File: src/design/rtpwl_pkg.sv
// ----------------------------------------------------------------------------
// rtpwl_pkg: shared constants for the resistance-to-temperature converter
// Holds the fixed calibration points, segment slopes and output widths.
// ----------------------------------------------------------------------------
package rtpwl_pkg;

    // Number of calibration points and of segments between them.
    localparam int NPTS = 12;
    localparam int NSEG = NPTS - 1;

    // Field widths.
    localparam int RES_W  = 16;
    localparam int TEMP_W = 21;
    localparam int SEG_W  = 4;
    localparam int DT_W   = 5;
    localparam int T0_W   = 9;

    // Saturation limits of the temperature field.
    localparam int TEMP_MAX = 1048575;
    localparam int TEMP_MIN = -1048576;

    // Segment index.
    typedef logic [SEG_W-1:0] seg_t;

    // Calibration points: resistance in whole ohms, temperature in whole degC.
    localparam int PT_RES [NPTS] = '{21, 22, 24, 25, 27, 28, 30, 32, 33, 35, 36, 37};
    localparam int PT_TMP [NPTS] =
        '{-175, -169, -158, -148, -122, -102, -84, -56, -36, -13, 10, 23};

    // Temperature rise over each segment, in whole degC (all positive).
    localparam logic [DT_W-1:0] SEG_DT [NSEG] =
        '{5'd6, 5'd11, 5'd10, 5'd26, 5'd20, 5'd18, 5'd28, 5'd20, 5'd23, 5'd23, 5'd13};

    // Set where a segment spans two ohms instead of one.
    localparam logic SEG_WIDE [NSEG] =
        '{1'b0, 1'b1, 1'b0, 1'b1, 1'b0, 1'b1, 1'b1, 1'b0, 1'b1, 1'b0, 1'b0};

endpackage

File: src/design/resistance_to_temperature_pwl.sv
// ----------------------------------------------------------------------------
// resistance_to_temperature_pwl: piecewise-linear resistance to temperature
// Maps a fixed-point resistance onto a 12-point calibration curve and
// returns the floored temperature in 1/256 degC with a status bit.
// ----------------------------------------------------------------------------
//
//  Channel  | Ports                              | Handshake
//  ---------+------------------------------------+------------------------------
//  input    | resistance                         | start high while busy is low
//  result   | temperature, status                | done high for one cycle
//
//  One item may enter in every cycle; busy never rises.
//  Four register stages: segment search, offset from the segment base, slope
//  multiply, then shift, add and clamp; done is registered with the result.
//  Each stage carries a valid bit, so idle cycles between items cost nothing.
//  Reset clears the valid bits only; data registers hold whatever they had.
//  The receiver must take each result in the cycle done is high.
// ----------------------------------------------------------------------------
module resistance_to_temperature_pwl #(
    parameter int RES_FRAC_BITS = 8
) (
    input  logic                              clk,
    input  logic                              rst_n,
    input  logic                              start,
    output logic                              busy,
    input  logic [rtpwl_pkg::RES_W-1:0]       resistance,
    output logic                              done,
    output logic signed [rtpwl_pkg::TEMP_W-1:0] temperature,
    output logic                              status
);

    // Largest input that counts as an unmeasurable resistance (<= 0.001 ohm).
    localparam int NA_MAX = (1 << RES_FRAC_BITS) / 1000;
    // Offset width: covers the whole input range and the farthest table base.
    localparam int DW  = (RES_FRAC_BITS + 7 > 17) ? RES_FRAC_BITS + 7 : 17;
    // Product width and the width of the scaled sum.
    localparam int PW  = DW + 6;
    localparam int SW  = PW + 9;
    localparam int CW  = rtpwl_pkg::RES_W + 7 + RES_FRAC_BITS;

    // Stage 1: segment and unavailable flag.
    logic                        v1_reg;
    logic [rtpwl_pkg::RES_W-1:0] x1_reg;
    rtpwl_pkg::seg_t             seg1_reg;
    logic                        na1_reg;
    rtpwl_pkg::seg_t             seg1_next;

    // Stage 2: offset into the segment.
    logic                                v2_reg;
    logic signed [DW-1:0]                d2_reg;
    logic [rtpwl_pkg::DT_W-1:0]          dt2_reg;
    logic                                wide2_reg;
    logic signed [rtpwl_pkg::T0_W-1:0]   t02_reg;
    logic                                na2_reg;
    logic signed [DW-1:0]                d2_next;

    // Stage 3: slope product.
    logic                                v3_reg;
    logic signed [PW-1:0]                p3_reg;
    logic                                wide3_reg;
    logic signed [rtpwl_pkg::T0_W-1:0]   t03_reg;
    logic                                na3_reg;
    logic signed [PW-1:0]                p3_next;

    // Output stage.
    logic                                    done_reg;
    logic signed [rtpwl_pkg::TEMP_W-1:0]     temp_reg;
    logic                                    status_reg;
    logic signed [SW-1:0]                    pw_ext;
    logic signed [SW-1:0]                    frac_q;
    logic signed [SW-1:0]                    sum;
    logic signed [rtpwl_pkg::TEMP_W-1:0]     temp_next;

    logic accept;

    assign busy   = 1'b0;
    assign accept = start && !busy;

    // Segment search: count the interior points that the input lies above.
    always_comb
    begin
        seg1_next = '0;
        for (int i = 1; i < rtpwl_pkg::NSEG; i++)
        begin
            if (CW'(resistance) > CW'(rtpwl_pkg::PT_RES[i] * (1 << RES_FRAC_BITS)))
            begin
                seg1_next = seg1_next + rtpwl_pkg::seg_t'(1);
            end
        end
    end

    // Offset of the input from the lower point of its segment.
    assign d2_next = signed'(DW'({1'b0, x1_reg}))
                   - signed'(DW'(rtpwl_pkg::PT_RES[seg1_reg] * (1 << RES_FRAC_BITS)));

    // Offset times the segment's temperature rise.
    assign p3_next = d2_reg * signed'({1'b0, dt2_reg});

    // Scale to 1/256 degC, divide by the span (a floor shift), add base, clamp, zero if NA.
    always_comb
    begin
        pw_ext = SW'(p3_reg);
        if (wide3_reg)
        begin
            frac_q = (pw_ext <<< 8) >>> (RES_FRAC_BITS + 1);
        end
        else
        begin
            frac_q = (pw_ext <<< 8) >>> RES_FRAC_BITS;
        end
        sum = frac_q + (SW'(t03_reg) <<< 8);
        if (sum > SW'(rtpwl_pkg::TEMP_MAX))
        begin
            temp_next = rtpwl_pkg::TEMP_W'(rtpwl_pkg::TEMP_MAX);
        end
        else if (sum < SW'(rtpwl_pkg::TEMP_MIN))
        begin
            temp_next = rtpwl_pkg::TEMP_W'(rtpwl_pkg::TEMP_MIN);
        end
        else
        begin
            temp_next = sum[rtpwl_pkg::TEMP_W-1:0];
        end
        if (na3_reg)
        begin
            temp_next = '0;
        end
    end

    // Valid bits of the pipeline.
    always_ff @(posedge clk or negedge rst_n)
    begin
        if (!rst_n)
        begin
            v1_reg   <= 1'b0;
            v2_reg   <= 1'b0;
            v3_reg   <= 1'b0;
            done_reg <= 1'b0;
        end
        else
        begin
            v1_reg   <= accept;
            v2_reg   <= v1_reg;
            v3_reg   <= v2_reg;
            done_reg <= v3_reg;
        end
    end

    // Data registers of the pipeline.
    always_ff @(posedge clk)
    begin
        if (accept)
        begin
            x1_reg   <= resistance;
            seg1_reg <= seg1_next;
            na1_reg  <= (CW'(resistance) <= CW'(NA_MAX));
        end
        if (v1_reg)
        begin
            d2_reg    <= d2_next;
            dt2_reg   <= rtpwl_pkg::SEG_DT[seg1_reg];
            wide2_reg <= rtpwl_pkg::SEG_WIDE[seg1_reg];
            t02_reg   <= rtpwl_pkg::T0_W'(rtpwl_pkg::PT_TMP[seg1_reg]);
            na2_reg   <= na1_reg;
        end
        if (v2_reg)
        begin
            p3_reg    <= p3_next;
            wide3_reg <= wide2_reg;
            t03_reg   <= t02_reg;
            na3_reg   <= na2_reg;
        end
        if (v3_reg)
        begin
            temp_reg   <= temp_next;
            status_reg <= na3_reg;
        end
    end

    assign done        = done_reg;
    assign temperature = temp_reg;
    assign status      = status_reg;

endmodule

File: config.mk
export PLATFORM = sky130hd
export DESIGN_NAME = resistance_to_temperature_pwl
export DESIGN_NICKNAME = d
export VERILOG_FILES = /design/src/design/rtpwl_pkg.sv /design/src/design/resistance_to_temperature_pwl.sv
export SDC_FILE = /design/constraint.sdc
export NUM_CORES = 1
export LEC_CHECK = 0
export BUFFER_PORTS_ARGS = -buffer_cell sky130_fd_sc_hd__buf_4
export CAP_MARGIN = 40
export CORE_ASPECT_RATIO = 0.75
export CORE_MARGIN = 2
export CORE_UTILIZATION = 40
export DETAILED_ROUTE_END_ITERATION = 6
export PLACE_DENSITY = 0.66
export SLEW_MARGIN = 20
export SYNTH_ARGS = -nofsm -noshare
export SYNTH_HDL_FRONTEND = slang
export SYNTH_SLANG_ARGS = --single-unit
File: constraint.sdc
create_clock -name clk -period 4.2 [get_ports clk]
set_input_delay 0.42 -clock clk [delete_from_list [all_inputs] [get_ports clk]]
set_output_delay 0.42 -clock clk [all_outputs]
set_load 0.005 [all_outputs]
# ---- Word-level counts from Yosys, hierarchy flattened
# Memories as Yosys holds them, arrays and structs flattened. A register that Yosys moved wholly into a read port is not among the register bits.
# Index checks and enable logic that the tools add are counted.
dict set report classes {
  add_sub_neg 11
  mul 1
  n_lt_le_gt_ge 14
  mux 15
  bitwise 1
  reduce_logical 1
}
# operator n
set op_table {}
lappend op_table {{greater-than comparator 16 x 13 -> 1 bit, second input constant} 6}
lappend op_table {{greater-than comparator 16 x 14 -> 1 bit, second input constant} 4}
lappend op_table {{2-to-1 mux 4 bit} 9}
lappend op_table {{adder 4 x 1 -> 4 bit, second input constant} 8}
lappend op_table {{greater-than comparator 32 x 21 -> 1 bit, second input constant} 1}
lappend op_table {{less-than comparator 32 x 21 -> 1 bit, second input constant} 1}
lappend op_table {{adder 23 x 17 -> 24 bit} 1}
lappend op_table {{multiplier 17 x 6 -> 23 bit} 1}
lappend op_table {{2-to-1 mux 22 bit} 1}
lappend op_table {{2-to-1 mux 21 bit} 1}
lappend op_table {{2-to-1 mux 20 bit} 1}
lappend op_table {{2-to-1 mux 9 bit} 2}
lappend op_table {{subtractor 17 bit} 1}
lappend op_table {{<= comparator 16 x 1 -> 1 bit, second input constant} 1}
lappend op_table {{>= comparator 5 bit, second input constant} 1}
lappend op_table {{inverter 4 -> 5 bit} 1}
lappend op_table {{adder 1 x 1 -> 2 bit, second input constant} 1}
lappend op_table {{OR reduction 2 bit} 1}
lappend op_table {{2-to-1 mux 1 bit} 1}
dict set report word_totals {
  regBits 99
  rom_bits 1120
  input_bits 19
  elab_cells 63
  memories 4
}
# name depth word_bits read_ports rd_ports_with_merged_regs wr line
set memory_table {}
lappend memory_table {{(name not given)} 16 32 1 1 0 resistance_to_temperature_pwl.sv:163} ;# t02_reg <= rtpwl_pkg::T0_W'(rtpwl_pkg::PT_TMP[seg1_reg]);
lappend memory_table {{(name not given)} 16 32 1 0 0 resistance_to_temperature_pwl.sv:94} ;# - signed'(DW'(rtpwl_pkg::PT_RES[seg1_reg] * (1 << RES_FRAC_BITS)));
lappend memory_table {{(name not given)} 16 5 1 1 0 resistance_to_temperature_pwl.sv:161} ;# dt2_reg <= rtpwl_pkg::SEG_DT[seg1_reg];
lappend memory_table {{(name not given)} 16 1 1 1 0 resistance_to_temperature_pwl.sv:162} ;# wide2_reg <= rtpwl_pkg::SEG_WIDE[seg1_reg];

# ---- Longest topological paths before layout
dict set report depth {
  depth_word 20
  depth_mapped 27
  depth_no_buf 26
}

# ---- Worst setup path before layout
# OpenSTA, ideal clock, no wires.
dict set report synth_timing {
  kind {in2reg}
  from {input resistance[4] (netlist name)}
  to {register seg1_reg[1], data pin}
  setup_time_ns 0.260
  arrival_ns 5.650
  required_time_ns 3.940
  slack_ns -1.710
  path_stages 24
  path_buffers 1
  path_cell_list {or4_4 > buf_6 > or3_1 > and3_1 > o21ai_0 > nand2_1 > ha_1 > o21a_1 > nor2_1 > inv_1 > xnor2_1 > ha_1 > a221o_1 > a21o_1 > ha_1 > nand2b_1 > a21bo_2 > a22oi_1 > o211a_1 > ha_1 > nand2_1 > nand2_1 > ha_1 > mux2_2}
}
dict set report synth_via {
  elab_chain_len 20
}
# item line
set synth_rtl {}
lappend synth_rtl {{start: declaration} resistance_to_temperature_pwl.sv:26} ;# input logic [rtpwl_pkg::RES_W-1:0] resistance,
lappend synth_rtl {{greater-than comparator 16 x 13 -> 1 bit} resistance_to_temperature_pwl.sv:85} ;# if (CW'(resistance) > CW'(rtpwl_pkg::PT_RES[i] * (1 << RES_FRAC_BITS)))
lappend synth_rtl {{2-to-1 mux 1 bit} resistance_to_temperature_pwl.sv:85}
lappend synth_rtl {{adder 1 x 1 -> 2 bit} resistance_to_temperature_pwl.sv:87} ;# seg1_next = seg1_next + rtpwl_pkg::seg_t'(1);
lappend synth_rtl {{2-to-1 mux 4 bit} resistance_to_temperature_pwl.sv:85}
lappend synth_rtl {{adder 4 x 1 -> 4 bit} resistance_to_temperature_pwl.sv:87}
lappend synth_rtl {{2-to-1 mux 4 bit} resistance_to_temperature_pwl.sv:85}
lappend synth_rtl {{adder 4 x 1 -> 4 bit} resistance_to_temperature_pwl.sv:87}
lappend synth_rtl {{2-to-1 mux 4 bit} resistance_to_temperature_pwl.sv:85}
lappend synth_rtl {{[... 5 more ...]} --}
lappend synth_rtl {{2-to-1 mux 4 bit} resistance_to_temperature_pwl.sv:85}
lappend synth_rtl {{adder 4 x 1 -> 4 bit} resistance_to_temperature_pwl.sv:87}
lappend synth_rtl {{2-to-1 mux 4 bit} resistance_to_temperature_pwl.sv:85}
lappend synth_rtl {{adder 4 x 1 -> 4 bit} resistance_to_temperature_pwl.sv:87}
lappend synth_rtl {{2-to-1 mux 4 bit} resistance_to_temperature_pwl.sv:85}
lappend synth_rtl {{adder 4 x 1 -> 4 bit} resistance_to_temperature_pwl.sv:87}
lappend synth_rtl {{2-to-1 mux 4 bit (*)} resistance_to_temperature_pwl.sv:85}
lappend synth_rtl {{via seg1_next[1]} resistance_to_temperature_pwl.sv:46} ;# rtpwl_pkg::seg_t seg1_next;
lappend synth_rtl {{end signal: assignment} resistance_to_temperature_pwl.sv:155} ;# seg1_reg <= seg1_next;
lappend synth_rtl {{end: declaration} resistance_to_temperature_pwl.sv:44} ;# rtpwl_pkg::seg_t seg1_reg;
# Mark *: on every way through the listed nets, which the timed path passes. The rest lies on a longest branch.
# A chain may end at the register's enable or synchronous reset.

# ---- Worst setup path after layout
dict set report layout_timing {
  from {input resistance[1] (netlist name)}
  to {register seg1_reg[3], data pin}
}
# The elaborated chain is that of the path after synthesis.

==> summary.md <==
| Metric | Value |
|---|---|
| Final setup fails | `5` |
| Die Width | `about 180 microns` |
| Slowest cell on crit path | `or4_4` |
| Cell family contributing the most delay on the critical path | `compound AO/OA/AOI/OAI gates` |
| CP Capture Type | `register` |
| Status | `finished, violations left` |
| Die Y-Extent | `134 microns` |
| Final WS setup | `-0.874 ns` |
| Max FO, Critical Path | `5` |
| Post-synth top area cell | `edfxtp_1` |
| Filler Cell Count | `roughly 1900` |
| Syn Std Cell Area | `9060 sq um` |
| Count leader, synth | `edfxtp_1` |
| Max layer used | `met4` |
| Drt wl/cell | `~14 microns` |
| Num CTS Buffers | `17` |
| Share of async-settable or async-resettable flops after synthesis | `under 10%` |
| Setup Skew | `approximately 0.0094 ns` |
| Period Utilization, post-route | `121%` |
| Post-synth top area share | `between 30% and 40%` |
| Row Count | `47` |
| Die area | `between 20000 and 25000 sq um` |
| Dpl hpwl | `about 14000 microns` |
| DRT iter0 DRCs | `340` |
| Top Ports | `43` |
| Crit path kind | `in -> reg` |
| Worst-Margin Slew | `around 0.85 ns` |
| DR WL met2 | `8280 microns` |
| Cells after Synth | `slightly above 800` |
| Top cells by area, synth | `edfxtp_1, fa_1, ha_1` |
| Final hold violation count | `0` |
| Max clock buf depth | `2` |
| Maxcap violations | `0` |
| Sequential cell area fraction in the yosys report | `about 38%` |
| Layout cells sized above 1 | `between 20% and 30%` |
| Grt total ovfl | `0` |
| Largest net degree at the start of global routing | `36` |
| Core area | `~22000 sq um` |
| Routed wl met3 | `802 microns` |
| Worst-path clk slew | `around 0.060 ns` |
| CTS tree | `yes` |
| First-pass GRT wire length | `just over 30000 microns` |
| Worst Path Required | `between 4 and 5 ns` |
| Synth Warn # | `0` |
| Starting Density | `between 40% and 50%` |
| CTS Root Cell | `clkbuf_16` |
| Synth Flop Type | `edfxtp_1` |
| Register bit count reported by yosys | `around 110` |
| Routed Antenna Nets | `0` |
| Met1 wire length | `~9200 microns` |
| Failing checks | `negative setup slack` |
| Post-route DRC | `0` |
| Worst min-delay path category | `in -> reg` |
| Worst Path Arrival | `approximately 5.2 ns` |
| Clock Latency Late Sink | `~0.42 ns` |
| Syn_nets | `around 970` |
| GRT Total Usage | `16.2%` |
| Initial antenna violation count | `0` |
| Max reg flops | `23` |
| Top post-synthesis cells by count | `edfxtp_1, ha_1, inv_1` |
| Worst slew margin | `between 40% and 50%` |
| IO buf count | `slightly above 40` |
| Placer Congestion | `roughly 0.85` |
| Synth cell types | `73` |
| FMAX | `~200 MHz` |
| Final WL | `18500 microns` |
| WP buf/inv | `4` |
| Worst path max stage delay | `about 0.56 ns` |
| RSZ-0062 raised after global routing | `true` |
| Crit-path most repeated cell | `ha_4` |
| Layout area overhead | `27.4%` |
| Min cycle time layout | `a little over 5 ns` |
| Number of synthesized flops with an enable pin | `110` |
| H-tree depth | `4` |
| Vias per cell | `around 5.1` |
| Syn avg cell area | `11.0 sq um` |
| Fin. max-slew vios | `0` |
| First-pass DRT Iterations | `5` |
| Startpoint types | `input pin` |
| Final net count | `1134` |
| Vias | `about 6500` |
| Clock Sinks | `~110` |
| Number of diodes | `0` |
| Finished Core Util | `between 50 and 60%` |
| CP Cell Sequence | `buf_6 > or4_4 > or3_4 > and3_4 > o21ai_2 > nand2_2 > ha_4 > nor3_4 > nor2_2 > inv_2 > buf_12 > xnor2_4 > ha_4 > a221o_1 > a21o_1 > ha_4 > nand2b_4 > a21bo_4 > a221oi_1 > o211ai_1 > buf_4 > a211oi_2 > xnor3_1` |
| Vias in the first global route | `approximately 6300` |
## cell usage in the layout, fill, tap and decap left out, drive strengths merged, types with 19 or more instances in the layout
cell type  instances
nand2             63
a21o              20
inv               70
edfxtp           110
xor2              23
nor2              32
ha                77
o21ai             38
nor3              24
clkbuf            19
fa                54
xnor2             24
a21oi             36
buf              162
and2              56
## logic make-up (layout without fill, tap and decap cells)
kind of cell | Yosys count | count (layout) | synth area share, %
compound gates | 169 | 169 | 12.8
xor+xnor | 50 | 50 | 5.31
fa+ha+maj | 131 | 131 | 22.6
buf+inv | 87 | 260 | 3.79
flops | 114 | 114 | 37.6
mux | 30 | 30 | 3.55
other cells | 1 | 1 | 0.0414
simple gates | 242 | 242 | 14.4
## path summary, 6_finish.rpt
check | start | endpoint | slack [ns] | depth (start not counted)
max in group asynchronous | rst_n | v2_reg$_DFF_PN0_ | 3.76 | 2
max reg2reg | d2_reg[4]$_DFFE_PP_ | p3_reg[22]$_DFFE_PP_ | -0.03 | 18
min in group asynchronous | rst_n | v3_reg$_DFF_PN0_ | 0.33 | 2
min | resistance[3] | x1_reg[3]$_DFFE_PP_ | 0.24 | 1
max | resistance[1] | seg1_reg[3]$_DFFE_PP_ | -0.87 | 23
min reg2reg | t02_reg[2]$_DFFE_PP_ | t03_reg[2]$_DFFE_PP_ | 0.41 | 0
## stage by stage
step | instances | TNS (ns) | instance area, sq um | setup slack, ns | hold WS [ns]
after CTS | 1280 | -2.60 | 11300 | -0.949 | 0.228
after detailed placement | 1239 | -5.10 | 10500 | -1.54 | 0.225
after global placement | 1239 | -4.71 | 10500 | -1.43 | 0.222
after floorplan | 824 | -3.69 | 9160 | -1.34 | 0.124
after global routing | 1291 | -4.19 | 11500 | -1.07 | 0.231
final | 1291 | -2.47 | 11500 | -0.874 | 0.240
## area by class of cell
type                            count  area (sq um)  share of cell area (%)
Timing Repair Buffer              163          1270                    11.0
Clock buffer                       19           453                    3.93
Tap cell                          294           368                    3.19
Sequential cell                   114          3400                    29.5
Inverter                           65           244                    2.11
Multi-Input combinational cell    623          5680                    49.2
Clock inverter                     13           123                    1.06
## per-layer routing
layer	global-route usage [%]	vias up
met5	0	-
met4	4.05	0
met3	3.49	16
met2	24.6	123
met1	23.5	3094
li1	-	3303
## timing repair
action / CTS / global route
endpoints found under the hold margin: 4 / 0
hold buffers: 1 / 0
endpoints found under the setup margin: 9 / 29
gates resized for setup: 34 / 30
setup buffers: 9 / 11
pin swaps: 34 / 40
Power is not shown: default switching activity piles up to over one toggle a cycle in this logic, so the estimate is an artifact.
